$ cat src/hw/rtl/grcl_pkg.sv
// ----------------------------------------------------------------------------
// grcl_pkg
// Shared types, codes and constants of the gradient ramp color lookup unit.
// ----------------------------------------------------------------------------
package grcl_pkg;

	localparam int MAX_STOPS_DEF = 16;
	localparam int POS_BITS_DEF  = 16;

	// Interpolation weight: 16-bit fraction, all ones is 1.0
	localparam int          T_BITS = 16;
	localparam logic [15:0] T_ONE  = 16'hFFFF;
	localparam logic [15:0] T_HALF = 16'h7FFF;

	// Weight divider: quotient bits resolved per pipeline stage
	localparam int DIV_STEPS  = 4;
	localparam int DIV_STAGES = T_BITS / DIV_STEPS;

	localparam int          CNT_REG_W      = 5;
	localparam logic [4:0]  STOP_COUNT_RST = 5'd2;

	localparam logic FUNC_WRITE = 1'b0;
	localparam logic FUNC_EVAL  = 1'b1;

	typedef struct packed {
		logic [7:0] r;
		logic [7:0] g;
		logic [7:0] b;
		logic [7:0] a;
	} rgba_t;

	localparam rgba_t BLACK = '{r: 8'd0, g: 8'd0, b: 8'd0, a: 8'd255};

	// Per-query side information that travels alongside the weight datapath
	typedef struct packed {
		rgba_t lo;
		rgba_t hi;
		logic  black;   // no valid stops
		logic  zero_t;  // weight forced to 0.0
		logic  full_t;  // weight saturates at 1.0
	} side_t;

endpackage

$ cat src/hw/rtl/grcl_blend.sv
// ----------------------------------------------------------------------------
// grcl_blend
// Weight select, per-channel products and rounding divide by 65535.
// ----------------------------------------------------------------------------
module grcl_blend (
	input  logic                              clk,
	input  logic                              arst_n,
	input  logic                              vld_i,
	input  logic [grcl_pkg::T_BITS-1:0]       quo_i,
	input  grcl_pkg::side_t                   side_i,
	output logic                              vld_o,
	output grcl_pkg::rgba_t                   rgba_o
);

	localparam int TB = grcl_pkg::T_BITS;
	localparam int PW = TB + 8;

	logic [TB-1:0] t;
	logic [TB-1:0] t_inv;
	logic [7:0]    clo [4];
	logic [7:0]    chi [4];

	logic          vld_s10;
	logic          black_s10;
	logic [PW-1:0] pl_s10 [4];
	logic [PW-1:0] ph_s10 [4];

	logic [PW:0]   x   [4];
	logic [8:0]    q0  [4];
	logic [TB:0]   r   [4];
	logic [7:0]    res [4];

	logic            vld_s11;
	grcl_pkg::rgba_t rgba_s11;

	always_comb begin
		if (side_i.zero_t) begin
			t = '0;
		end else if (side_i.full_t) begin
			t = grcl_pkg::T_ONE;
		end else begin
			t = quo_i;
		end
		t_inv = grcl_pkg::T_ONE - t;
	end

	assign clo[0] = side_i.lo.r;
	assign clo[1] = side_i.lo.g;
	assign clo[2] = side_i.lo.b;
	assign clo[3] = side_i.lo.a;
	assign chi[0] = side_i.hi.r;
	assign chi[1] = side_i.hi.g;
	assign chi[2] = side_i.hi.b;
	assign chi[3] = side_i.hi.a;

	always_ff @(posedge clk) begin
		for (int k = 0; k < 4; k++) begin
			pl_s10[k] <= PW'(clo[k]) * PW'(t_inv);
			ph_s10[k] <= PW'(chi[k]) * PW'(t);
		end
		black_s10 <= side_i.black;
	end

	// floor(x / 65535) as x>>16 plus one correction step
	always_comb begin
		for (int k = 0; k < 4; k++) begin
			x[k]   = (PW + 1)'(pl_s10[k]) + (PW + 1)'(ph_s10[k]) + (PW + 1)'(grcl_pkg::T_HALF);
			q0[k]  = x[k][PW:TB];
			r[k]   = (TB + 1)'(x[k][TB-1:0]) + (TB + 1)'(q0[k]);
			res[k] = 8'(q0[k] + ((r[k] >= (TB + 1)'(grcl_pkg::T_ONE)) ? 9'd1 : 9'd0));
		end
	end

	always_ff @(posedge clk) begin
		if (black_s10) begin
			rgba_s11 <= grcl_pkg::BLACK;
		end else begin
			rgba_s11.r <= res[0];
			rgba_s11.g <= res[1];
			rgba_s11.b <= res[2];
			rgba_s11.a <= res[3];
		end
	end

	always_ff @(posedge clk or negedge arst_n) begin
		if (!arst_n) begin
			vld_s10 <= 1'b0;
			vld_s11 <= 1'b0;
		end else begin
			vld_s10 <= vld_i;
			vld_s11 <= vld_s10;
		end
	end

	assign vld_o  = vld_s11;
	assign rgba_o = rgba_s11;

endmodule

$ cat config.mk
export PLATFORM = sky130hd
export DESIGN_NAME = grcl_blend
export DESIGN_NICKNAME = d
export VERILOG_FILES = /design/src/hw/rtl/grcl_pkg.sv /design/src/hw/rtl/grcl_blend.sv
export SDC_FILE = /design/constraint.sdc
export NUM_CORES = 2
export LEC_CHECK = 0
export BUFFER_PORTS_ARGS = -buffer_cell sky130_fd_sc_hd__buf_2
export CAP_MARGIN = 20
export CORE_MARGIN = 2
export CORE_UTILIZATION = 30
export CTS_CLUSTER_SIZE = 28
export DETAILED_ROUTE_END_ITERATION = 16
export GPL_ROUTABILITY_DRIVEN = 0
export PLACE_DENSITY = 0.48
export SLEW_MARGIN = 20
export SYNTH_ARGS = -nofsm -noshare
export SYNTH_HDL_FRONTEND = slang
export SYNTH_SLANG_ARGS = --single-unit
$ cat constraint.sdc
create_clock -name clk -period 9.06 [get_ports clk]
set_input_delay 0.906 -clock clk [delete_from_list [all_inputs] [get_ports clk]]
set_output_delay 0.906 -clock clk [all_outputs]
set_load 0.01 [all_outputs]
-- Word-level counts from Yosys, hierarchy flattened
Memories as Yosys holds them, arrays and structs flattened.
Index checks and enable logic that the tools add are counted.
- $add $sub $neg: 17
- multipliers: 8
- order comparisons: 4
- multiplexer cells: 6
- operators by type and width (kind ; count):
    $mul 8x16->24 ; 8
    $add 24x24->25 ; 4
    $add 25x15->25 const B ; 4
    $add 16x9->17 ; 4
    $ge 17x16->1 const B ; 4
    $add 8x1->8 ; 4
    $mux 16 ; 2
    $sub 16x16->16 const A ; 1
    $mux 1 ; 4
- register bits after elaboration: 35
- RAM bits: 192
- output and inout bits: 33
- memories kept: 2
- memories (name ; depth ; width ; read ports ; clocked after Yosys merged registers in ; write ports ; line ; text):
    ph_s10 ; 4 ; 24 ; 4 ; 0 ; 4 ; grcl_blend.sv:26 ; logic [PW-1:0] ph_s10 [4];
    pl_s10 ; 4 ; 24 ; 4 ; 0 ; 4 ; grcl_blend.sv:25 ; logic [PW-1:0] pl_s10 [4];

-- Logic depth before layout (Yosys ltp)
- depth in word-level cells: 6
- depth in mapped cells: 32
- mapped depth without buffers: 31

-- Worst setup path after synthesis
Ideal clock, no wire load.
- path kind: input-to-reg
- start point: input side_i[0] (netlist name)
- end point: memory pl_s10[0][22] (netlist name)
- library setup time: 0.132 ns
- arrival time: 6.484 ns
- data required time: 8.928 ns
- slack: 2.443 ns
- cell stages on the path: 24
- buffers on the path: 3
- path through: clkbuf_1 > clkbuf_1 > nor2_1 > or2_2 > clkbuf_1 > and2_1 > fa_1 > fa_1 > inv_1 > fa_1 > inv_1 > fa_1 > ha_1 > inv_1 > o21ai_0 > a21oi_1 > o21ai_0 > a21oi_1 > o2111ai_1 > a31oi_1 > o21bai_1 > a2111o_1 > nand4_1 > or3b_2
- RTL lines (item ; line ; text):
    from (decl) ; grcl_blend.sv:10 ; input grcl_pkg::side_t side_i,
    to (decl) ; grcl_blend.sv:25 ;

==> impl_metrics.toml <==
[sta]
worstMarginPinSlew_ps = 1040
finalMaxSlewViolations = 0
max-slew-margin-rel = 0.306
fin_crit_ps = 7100
period_share = 0.784
setup_tns_ps = 0
setup_viol = 0
fin_skew_ps = 39.3
final-hold-violation-count = 0
fmax_mhz = 141
rsz0062_at_grt = "no"

[setup_path]
cp_common_cell = "ha_1"
cp-start-kind = "flip-flop"
r2r-start = "ph_s10[1][1]"
critical-path-max-stage-delay_ps = 710
critPathMaxFanout = 7
r2r_slack_ps = 1960
timing.rr.end = "rgba_o[23]"
required_ps = 9520
cp.arrival_ps = 7560
cp_slowest_cell = "a2111oi_0"
cp_num_cells = 29
crit_path_end_kind = "flip-flop"
critPathBufInv = 3
rr_worst_depth = 29
cp-startpoint = "ph_s10[1][1]"
setup.worst_path.class = "reg2reg"
crit_family = "compound AO/OA/AOI/OAI gates"

[global_route]
antenna_found_initial = 23
grt_use_total = 0.167
grt_pass1_vias = 36500
grt_pass1_wl_um = 204000
gr-total-overflow = 0
grt_max_degree = 33

[finish]
drive_gt1_frac = 0.0533
fill_cells = 15800
fin_nets = 6664
final_common_cell = "inv_1"
syn_to_final_growth_pct = 8.60
fin_area_mm2 = 0.0493
layout_common_cells = "inv_1, nand2_1, fa_1"

[clock_tree]
insertion_delay_ps = 580
h-tree-depth = 2
post_cts_resized = 0
cts_tree = "yes"
clk_pin_slew_ps = 60
post_cts_buffers = 0
cts_buffers = 34
clock_path_buffers = 3
cts_hold_buffers = 0
cts_root_buf = "clkbuf_16"
clock_sinks = 227

[floorplanning]
dieArea_mm2 = 0.155
num_rows = 142
initial_utilization = 0.303
core_area_mm2 = 0.150
boundaryPins = 119
fp.dieW_um = 393
die_y_um = 393

[synth]
synth_edf_count = 0
async_flop_share = 0.00881
synthAdderAreaFrac = 0.460
mappedNetlistArea_mm2 = 0.0454
ys_warn_count = 0
synth_area_leader_cell = "fa_1"
synth-main-ff-cell = "dfxtp_1"
synth.distinct_cells = 90
synthMuxAreaShare = 0.00179
synthTopCellsByArea = "fa_1, ha_1, dfxtp_1"
synth_seq_area_share = 0.100
synth_top_area_frac = 0.299
synthCells = 5340
synth_simple_gate_area_frac = 0.196
synth_area_per_cell_um2 = 8.51
synth_compound_area_frac = 0.0965
synth-xor-area-share = 0.0504
syn-num-nets = 6684
synth_seq_cells = 227
synth_top_family_by_area = "adder cells"

[routing]
drtIter0Drc = 1815
drt_wl_total_um = 126000
postRouteAntennaNets = 0
via_per_inst = 4.73
drtPass1Iterations = 5
drcViolationCount = 0
vias = 34900
wire_per_inst_um = 17.1

[place]
placed_area_mm2 = 0.0480
portBuffers = 118
hpwlAfterDp_um = 101000

[worst_hold_path]
hp-class = "in2async"

[run_status]
status = "completed"

[job]
drv.max_cap_violation_count = 0
layout make-up:
type	instances	area [µm²]	area share
Antenna cell	10	25.0	0.000507
Inverter	947	3550	0.0721
Sequential cell	227	4560	0.0923
Clock inverter	21	300	0.00609
Timing Repair Buffer	148	816	0.0165
Clock buffer	41	958	0.0194
Multi-Input combinational cell	3962	36600	0.742
Tap cell	2016	2520	0.0511
cells in the mapped netlist, types with 19 or more instances:
| library cell | count |
|---|---|
| a31oi_1 | 28 |
| dfxtp_1 | 225 |
| nand2_1 | 680 |
| a21boi_0 | 24 |
| ha_1 | 580 |
| fa_1 | 678 |
| nor2b_1 | 37 |
| o211ai_1 | 25 |
| o21a_1 | 20 |
| clkbuf_1 | 199 |
| nor2_1 | 217 |
| a21o_1 | 65 |
| nand2b_1 | 32 |
| o21ai_0 | 122 |
| nand3_1 | 96 |
| xnor2_1 | 181 |
| a21oi_1 | 165 |
| or3_1 | 19 |
| nor3_1 | 76 |
| xor2_1 | 57 |
| and3_1 | 26 |
| and2_1 | 501 |
| or2_2 | 29 |
| a211oi_1 | 38 |
| inv_1 | 946 |
| o21bai_1 | 20 |
metrics by stage:
stage / util / hold slack [ps] / setup WS (ps) / std cells
floorplan: - / 331 / 2440 / 5340
global placement: 0.320 / 333 / 1940 / 7300
detailed placement: 0.320 / 347 / 1860 / 7300
CTS: 0.328 / 51.8 / 1960 / 7362
global route: 0.328 / 63.8 / 1260 / 7364
finish: 0.329 / 106 / 1960 / 7372
state kept, by name (all words and copies together) (netlist names):
| register | cells |
|---|---|
| pl_s10 | 96 |
| black_s10 | 1 |
| vld_o | 1 |
| ph_s10 | 96 |
| rgba_o | 32 |
| vld_s10 | 1 |
how the worst max path moves through the flow:
stage / slack, ps / end
detailed placement: 1860 / pl_s10[0][22]
floorplan: 2440 / pl_s10[0][22]
global placement: 1940 / pl_s10[0][22]
finish: 1960 / rgba_o[23]
CTS: 1960 / rgba_o[23]
global route: 1260 / rgba_o[23]
cells by family after synthesis:
logic type,after synthesis
adder cells (fa/ha/maj),1263
buffers and inverters,1151
multiplexers,8
AO/OA/AOI/OAI,650
AND/OR/NAND/NOR,1794
flip-flops,227
XOR/XNOR,247
routing by layer:
metal / GRT usage / part of all wire / routed length (µm)
met5: 0 / 0.00068 / 85
met4: 0.0275 / 0.014 / 1720
met3: 0.0301 / 0.051 / 6420
met2: 0.265 / 0.44 / 55300
met1: 0.237 / 0.49 / 62300
Power is left out: the tool's default activity adds up to more than one toggle a clock period on the data nets, which glitch-free logic cannot reach.
