## src/hw/rtl/grcl_pkg.sv

```systemverilog
// ----------------------------------------------------------------------------
// grcl_pkg
// Shared types, codes and constants of the gradient ramp color lookup unit.
// ----------------------------------------------------------------------------
package grcl_pkg;

	localparam int MAX_STOPS_DEF = 16;
	localparam int POS_BITS_DEF  = 16;

	// Interpolation weight: 16-bit fraction, all ones is 1.0
	localparam int          T_BITS = 16;
	localparam logic [15:0] T_ONE  = 16'hFFFF;
	localparam logic [15:0] T_HALF = 16'h7FFF;

	// Weight divider: quotient bits resolved per pipeline stage
	localparam int DIV_STEPS  = 4;
	localparam int DIV_STAGES = T_BITS / DIV_STEPS;

	localparam int          CNT_REG_W      = 5;
	localparam logic [4:0]  STOP_COUNT_RST = 5'd2;

	localparam logic FUNC_WRITE = 1'b0;
	localparam logic FUNC_EVAL  = 1'b1;

	typedef struct packed {
		logic [7:0] r;
		logic [7:0] g;
		logic [7:0] b;
		logic [7:0] a;
	} rgba_t;

	localparam rgba_t BLACK = '{r: 8'd0, g: 8'd0, b: 8'd0, a: 8'd255};

	// Per-query side information that travels alongside the weight datapath
	typedef struct packed {
		rgba_t lo;
		rgba_t hi;
		logic  black;   // no valid stops
		logic  zero_t;  // weight forced to 0.0
		logic  full_t;  // weight saturates at 1.0
	} side_t;

endpackage

```

## src/hw/rtl/grcl_div_stage.sv

```systemverilog
// ----------------------------------------------------------------------------
// grcl_div_stage
// One registered slice of the restoring weight divider.
// ----------------------------------------------------------------------------
module grcl_div_stage #(
	parameter int POS_BITS = grcl_pkg::POS_BITS_DEF,
	parameter int STEPS    = grcl_pkg::DIV_STEPS
) (
	input  logic                                 clk,
	input  logic                                 arst_n,
	input  logic                                 vld_i,
	input  logic [POS_BITS+grcl_pkg::T_BITS-1:0] w_i,
	input  logic [POS_BITS-1:0]                  dv_i,
	output logic                                 vld_o,
	output logic [POS_BITS+grcl_pkg::T_BITS-1:0] w_o,
	output logic [POS_BITS-1:0]                  dv_o
);

	localparam int TB = grcl_pkg::T_BITS;
	localparam int WW = POS_BITS + TB;

	logic [WW-1:0]       w_nxt;
	logic [POS_BITS:0]   top;
	logic                qb;
	logic                vld_s1;
	logic [WW-1:0]       w_s1;
	logic [POS_BITS-1:0] dv_s1;

	// Work word: remainder in the upper bits, dividend bits shift out of the
	// lower half while quotient bits shift in.
	always_comb begin
		w_nxt = w_i;
		top   = '0;
		qb    = 1'b0;
		for (int s = 0; s < STEPS; s++) begin
			top = {w_nxt[WW-1:TB], w_nxt[TB-1]};
			qb  = (top >= {1'b0, dv_i});
			if (qb) begin
				top = top - {1'b0, dv_i};
			end
			w_nxt = {top[POS_BITS-1:0], w_nxt[TB-2:0], qb};
		end
	end

	always_ff @(posedge clk) begin
		w_s1  <= w_nxt;
		dv_s1 <= dv_i;
	end

	always_ff @(posedge clk or negedge arst_n) begin
		if (!arst_n) begin
			vld_s1 <= 1'b0;
		end else begin
			vld_s1 <= vld_i;
		end
	end

	assign vld_o = vld_s1;
	assign w_o   = w_s1;
	assign dv_o  = dv_s1;

endmodule

```

## config.mk

```make
export PLATFORM = sky130hd
export DESIGN_NAME = grcl_div_stage
export DESIGN_NICKNAME = d
export VERILOG_FILES = /design/src/hw/rtl/grcl_pkg.sv /design/src/hw/rtl/grcl_div_stage.sv
export SDC_FILE = /design/constraint.sdc
export NUM_CORES = 1
export LEC_CHECK = 0
export BUFFER_PORTS_ARGS = -buffer_cell sky130_fd_sc_hd__buf_2
export CAP_MARGIN = 30
export CORE_MARGIN = 2
export CORE_UTILIZATION = 33
export CTS_BUF_LIST = sky130_fd_sc_hd__clkbuf_4 sky130_fd_sc_hd__clkbuf_8
export CTS_CLUSTER_DIAMETER = 150
export DETAILED_ROUTE_END_ITERATION = 10
export GPL_TIMING_DRIVEN = 0
export PLACE_DENSITY = 0.62
export SYNTH_ARGS = -nofsm -noshare
export SYNTH_HDL_FRONTEND = slang
export SYNTH_SLANG_ARGS = --single-unit
export TNS_END_PERCENT = 10
```

## constraint.sdc

```tcl
create_clock -name clk -period 0.8 [get_ports clk]
set_input_delay 0.2 -clock clk [delete_from_list [all_inputs] [get_ports clk]]
set_output_delay 0.2 -clock clk [all_outputs]
set_load 0.03 [all_outputs]
```

### Yosys cells after proc, flatten, opt, wreduce, memory -nomap -nowiden

Cells that the tools add are included.

| cells by class | value |
|---|---|
| divide/modulo/power cells | 0 |
| muxes and demuxes | 4 |
| reductions and logical operators | 0 |
| shift operators | 0 |
| add/sub/neg operators | 4 |
| $lt $le $gt $ge | 4 |
| bitwise logic cells | 0 |
| equal/unequal tests | 0 |
| multipliers | 0 |

Operator list:

| operator | number |
|---|---|
| >= comparator 17 x 16 -> 1 bit | 4 |
| two-way mux 16 bit | 4 |
| subtractor 16 bit | 4 |

| word-level totals | value |
|---|---|
| memory bits (read-only) | 0 |
| RAM bits | 0 |
| latch bits | 0 |
| register bits after elaboration | 49 |
| memories kept | 0 |

### Depth between registers and ports, before layout

| depth | value |
|---|---|
| depth in word-level cells | 8 |
| gate-level depth with buffers | 47 |
| mapped depth without buffers | 43 |

### Worst setup path before layout

No wires, ideal clock.

| path | value |
|---|---|
| path kind | input -> register |
| from | in dv_i[3] |
| to | reg w_s1[23] (netlist: w_o[23]) |
| data arrival time | 8944 ps |
| setup time | 121 ps |
| path buffers | 5 |
| cell stages on the path | 45 |
| setup slack | -8265 ps |
| path through | inv_1 -> ha_1 -> a21o_1 -> a21oi_2 -> a311oi_4 -> o31ai_4 -> clkbuf_1 -> nor2_1 -> a21oi_1 -> inv_1 -> ha_1 -> nor2b_1 -> o31a_1 -> o211ai_1 -> a41oi_1 -> a22oi_1 -> nor2b_4 -> inv_2 -> [9 not listed] -> a21o_1 -> nand2_1 -> nand3_4 -> buf_2 -> mux2i_1 -> ha_1 -> nor2b_1 -> o21a_1 -> o21ai_0 -> a211oi_1 -> a2111o_1 -> a21o_1 -> o2111ai_1 -> o2bb2ai_1 -> o211a_1 -> buf_6 -> buf_6 -> mux2_4 |

| between the ends | value |
|---|---|
| word-level cells in the longest chain between the ends | 8 |
| elaborated cells between the ends (all ways) | 12 |
| those cells by class | 4 x add/sub; 4 x order compare; 4 x mux |

RTL lines:

| element | line | source |
|---|---|---|
| start: declaration | grcl_div_stage.sv:13 | `input logic [POS_BITS-1:0] dv_i,` |
| subtractor 16 bit / >= comparator 17 x 16 -> 1 bit (equally long branches) | grcl_div_stage.sv:39, grcl_div_stage.sv:37 |  |
| two-way mux 16 bit | grcl_div_stage.sv:38 | `if (qb) begin` |
| >= comparator 17 x 16 -> 1 bit (*) | grcl_div_stage.sv:37 | `qb = (top >= {1'b0, dv_i});` |
| named net w_nxt[2] | grcl_div_stage.sv:22 | `logic [WW-1:0] w_nxt;` |
| two-way mux 16 bit (*) | grcl_div_stage.sv:38 |  |
| >= comparator 17 x 16 -> 1 bit (*) | grcl_div_stage.sv:37 |  |
| named net w_nxt[1] | grcl_div_stage.sv:22 |  |
| two-way mux 16 bit (*) | grcl_div_stage.sv:38 |  |
| subtractor 16 bit / >= comparator 17 x 16 -> 1 bit (equally long branches) | grcl_div_stage.sv:39, grcl_div_stage.sv:37 |  |
| two-way mux 16 bit (*) | grcl_div_stage.sv:38 |  |
| named net top[7] | grcl_div_stage.sv:23 | `logic [POS_BITS:0] top;` |
| end signal: assignment | grcl_div_stage.sv:46 | `w_s1 <= w_nxt;` |
| end: declaration | grcl_div_stage.sv:26 | `logic [WW-1:0] w_s1;` |

Mark *: on every way through the listed nets, which the timed path passes. The rest lies on a longest branch.

### Worst setup path in the final report

| path | value |
|---|---|
| from | in dv_i[14] |
| to | reg w_s1[21] (netlist: w_o[21]) |

| between the ends | value |
|---|---|
| word-level cells in the longest chain between the ends | 8 |
| elaborated cells between the ends (all ways) | 12 |
| those cells by class | 4 x add/sub; 4 x order compare; 4 x mux |

RTL lines:

| element | line |
|---|---|
| subtractor 16 bit / >= comparator 17 x 16 -> 1 bit (equally long branches) | grcl_div_stage.sv:39, grcl_div_stage.sv:37 |
| two-way mux 16 bit | grcl_div_stage.sv:38 |
| >= comparator 17 x 16 -> 1 bit (*) | grcl_div_stage.sv:37 |
| named net w_nxt[2] | grcl_div_stage.sv:22 |
| two-way mux 16 bit (*) | grcl_div_stage.sv:38 |
| subtractor 16 bit / >= comparator 17 x 16 -> 1 bit (equally long branches) | grcl_div_stage.sv:39, grcl_div_stage.sv:37 |
| two-way mux 16 bit (*) | grcl_div_stage.sv:38 |
| subtractor 16 bit / >= comparator 17 x 16 -> 1 bit (equally long branches) | grcl_div_stage.sv:39, grcl_div_stage.sv:37 |
| two-way mux 16 bit (*) | grcl_div_stage.sv:38 |
| named net top[5] | grcl_div_stage.sv:23 |

Marks and branches as above.

==> impl_metrics.json <==
{
  "status": "complete, but fails checks",
  "violations": "setup timing",
  "synth-edff-count": 0,
  "syn-cell-area_um2": 4800,
  "crit_path_max_incr_delay_ns": 0.40,
  "fillers": 1269,
  "vias": 5041,
  "portBuffers": 99,
  "cts.clk_slew.worst_paths_ns": 0.10,
  "power.share.clock_pct": 4.1,
  "synth_top_area_share_pct": 20.0,
  "coreArea_um2": 14400,
  "htreeDepth": 2,
  "dp.final_hpwl_um": 10800,
  "wl_um": 16300,
  "layout_commonest_cell": "buf_4",
  "drtAntennaViolNets": 0,
  "rsz0062_at_grt": "yes",
  "place.gp.congestion": 0.918,
  "period_share_pct": 1010,
  "num_rows": 44,
  "worstPathRequired_ns": 1.02,
  "track_usage_pct": 20.4,
  "drc_errors": 0,
  "power.switching_w": 0.0165,
  "ir_worst_vdd_mv": 3.22,
  "synth_largest_area_cell": "dfxtp_1",
  "critical_path.endpoint_type": "flop",
  "drive_above_1_share_pct": 54.3,
  "fin_area_um2": 7930,
  "fmax_ghz": 0.124,
  "yosysSeqAreaShare_pct": 20.5,
  "synthArstFlopShare_pct": 2.04,
  "final_cell_mix": "88 x buf_4, 52 x buf_6, 48 x dfxtp_2",
  "synth_nets": 668,
  "initial_utilization_pct": 33.4,
  "ys_types": 63,
  "grt_overflow": 0,
  "synth-seq-cells": 49,
  "ys_warn_count": 0,
  "hold_class": "input pin to flop",
  "power_density_nw_per_um2": 4920,
  "grt_pass1_vias": 5227,
  "cts_tree": "done",
  "drv_cap": 0,
  "cts_buffer_depth": 2,
  "antenna_cells": 0,
  "antenna_found_initial": 0,
  "netSwitchingFraction_pct": 42.3,
  "worst_pin_slew_ns": 0.580,
  "die_area_um2": 15500,
  "final_hold_viol_count": 0,
  "pin_count": 100,
  "crit_path_start_kind": "input pin",
  "wl_per_cell_um": 17.0,
  "crit_path_start": "dv_i[14]",
  "first_iter_violations": 278,
  "fin_ws_ns": -7.29,
  "grt_max_degree": 17,
  "total_power_w": 0.0391,
  "cts-root-buf": "clkbuf_8",
  "syn_inst": 549,
  "final-setup-viol-count": 69,
  "holdWs_ns": 0.0192,
  "cts_buffers": 5,
  "cp_data_arrival_time_ns": 8.30,
  "drv_slew": 0,
  "crit_top_cell": "buf_4",
  "area_growth_pct": 65.1,
  "yosys_most_used_dff": "dfxtp_1",
  "critical_path.max_fanout": 8,
  "fin_crit_ns": 8.09,
  "place_area_um2": 5710,
  "intPower_w": 0.0225,
  "crit_slowest_cell": "a2111o_1",
  "grt_pass1_wl_um": 25800,
  "power_frac_comb_pct": 86.5,
  "cts_sinks": 49,
  "drt_first_pass_iters": 5,
  "synth.avg_cell_area_um2": 8.75,
  "dpl_worst_slack_ns": -9.00,
  "ys_top_cells_by_area": "dfxtp_1 20%, ha_1 17%, mux2_2 6.6%",
  "worst-setup-path-type": "input pin to flop",
  "drt-vias-per-instance": 5.27,
  "seqPwrFrac_pct": 9.4,
  "relSlewSlack_pct": 61.0,
  "fin_setup_tns_ns": -141.18,
  "hp-start": "dv_i[4]",
  "fp.dieH_um": 125,
  "p_leak_nw": 3.43,
  "die_width_um": 125,
  "fin_nets": 891
}
power groups by stage:
stage / logic [W] / clock network, W / registers (W)
floorplan: 0.0188 / 0 / 0.00467
detailed placement: 0.0243 / 0 / 0.00347
global route: 0.0361 / 0.00178 / 0.00373
finish: 0.0338 / 0.00160 / 0.00367
global placement: 0.0239 / 0 / 0.00346
CTS: 0.0313 / 0.00170 / 0.00366
metal layers:
metal | vias to the layer above | routed length [um] | global-route usage, %
li1 | 2456 | - | -
met1 | 2416 | 6620 | 23.8
met2 | 141 | 8530 | 37.6
met3 | 28 | 740 | 3.82
met4 | 0 | 378 | 6.15
met5 | - | 0 | 0
kinds of logic (layout without fill, tap and decap cells):
family / after synthesis / count (layout) / share of synthesized area, %
compound gates: 165 / 165 / 24.2
flops: 49 / 49 / 20.5
mux: 45 / 45 / 11.1
buf+inv: 47 / 271 / 4.04
xor+xnor: 48 / 48 / 8.75
simple gates: 127 / 127 / 13.0
fa+ha+maj: 68 / 68 / 18.3
sequential cells by signal, indices dropped and copies added, names as in the netlist:
name   cells
w_o       32
dv_o      16
vld_o      1
worst max-delay path: cells and delay by family:
kind                       cells  cell delay (ns)
buffers and inverters         22             2.84
AOI/OAI and AO/OA             15             2.82
adders and majority gates      4             0.98
muxes                          3             0.94
and+or+nand+nor                2             0.39
xor gates and xnor gates       1             0.12
final cells by class:
type / count / area [um2] / area share, %
Clock buffer: 5 / 68.8 / 0.868
Multi-Input combinational cell: 453 / 4420 / 55.7
Timing Repair Buffer: 218 / 1850 / 23.3
Clock inverter: 3 / 21.3 / 0.268
Sequential cell: 49 / 1050 / 13.2
Inverter: 39 / 194 / 2.44
Tap cell: 184 / 230 / 2.90
Buffer: 6 / 100 / 1.26
stage by stage:
stage | util (%) | std cells
4_1_cts | 53.0 | 943
2_1_floorplan | - | 549
3_5_place_dp | 39.7 | 832
3_3_place_gp | 39.7 | 832
5_1_grt | 55.2 | 957
6_report | 55.2 | 957
cells in the mapped netlist (3+ instances only):
library cell,instances
nand4_1,8
o21a_1,14
mux2i_1,5
a21oi_1,42
nor4_1,3
and3_1,3
fa_1,4
nor2b_1,10
o21ai_0,27
o31ai_1,4
nand3_1,6
a211oi_1,6
xor2_1,13
a31o_2,3
nand2_1,40
mux2_2,28
ha_1,64
a211o_1,3
nor3_1,7
inv_1,37
a31oi_1,4
a21o_1,23
o211ai_1,7
clkbuf_1,4
mux2_4,9
xnor2_1,35
nor2_1,34
mux2_1,3
o21bai_1,5
nand2b_1,5
dfxtp_1,48
o31a_1,3
final timing paths:
path                       slack (ns)  cells past startpoint              end
worst max-delay path            -7.29                     47  w_o[21]$_DFF_P_
worst min-delay path             0.02                      1  dv_o[4]$_DFF_P_
max in group asynchronous        0.58                      2  vld_o$_DFF_PN0_
min in group asynchronous        0.14                      2  vld_o$_DFF_PN0_
repair_timing:
action	CTS	global route
pin swaps	48	39
hold endpoints to repair	27	1
hold buffers	26	1
gates resized for setup	251	44
buffers inserted	77	13
cloned	2	0
endpoints found under the setup margin	69	69
(Power assumes the default switching activity.)
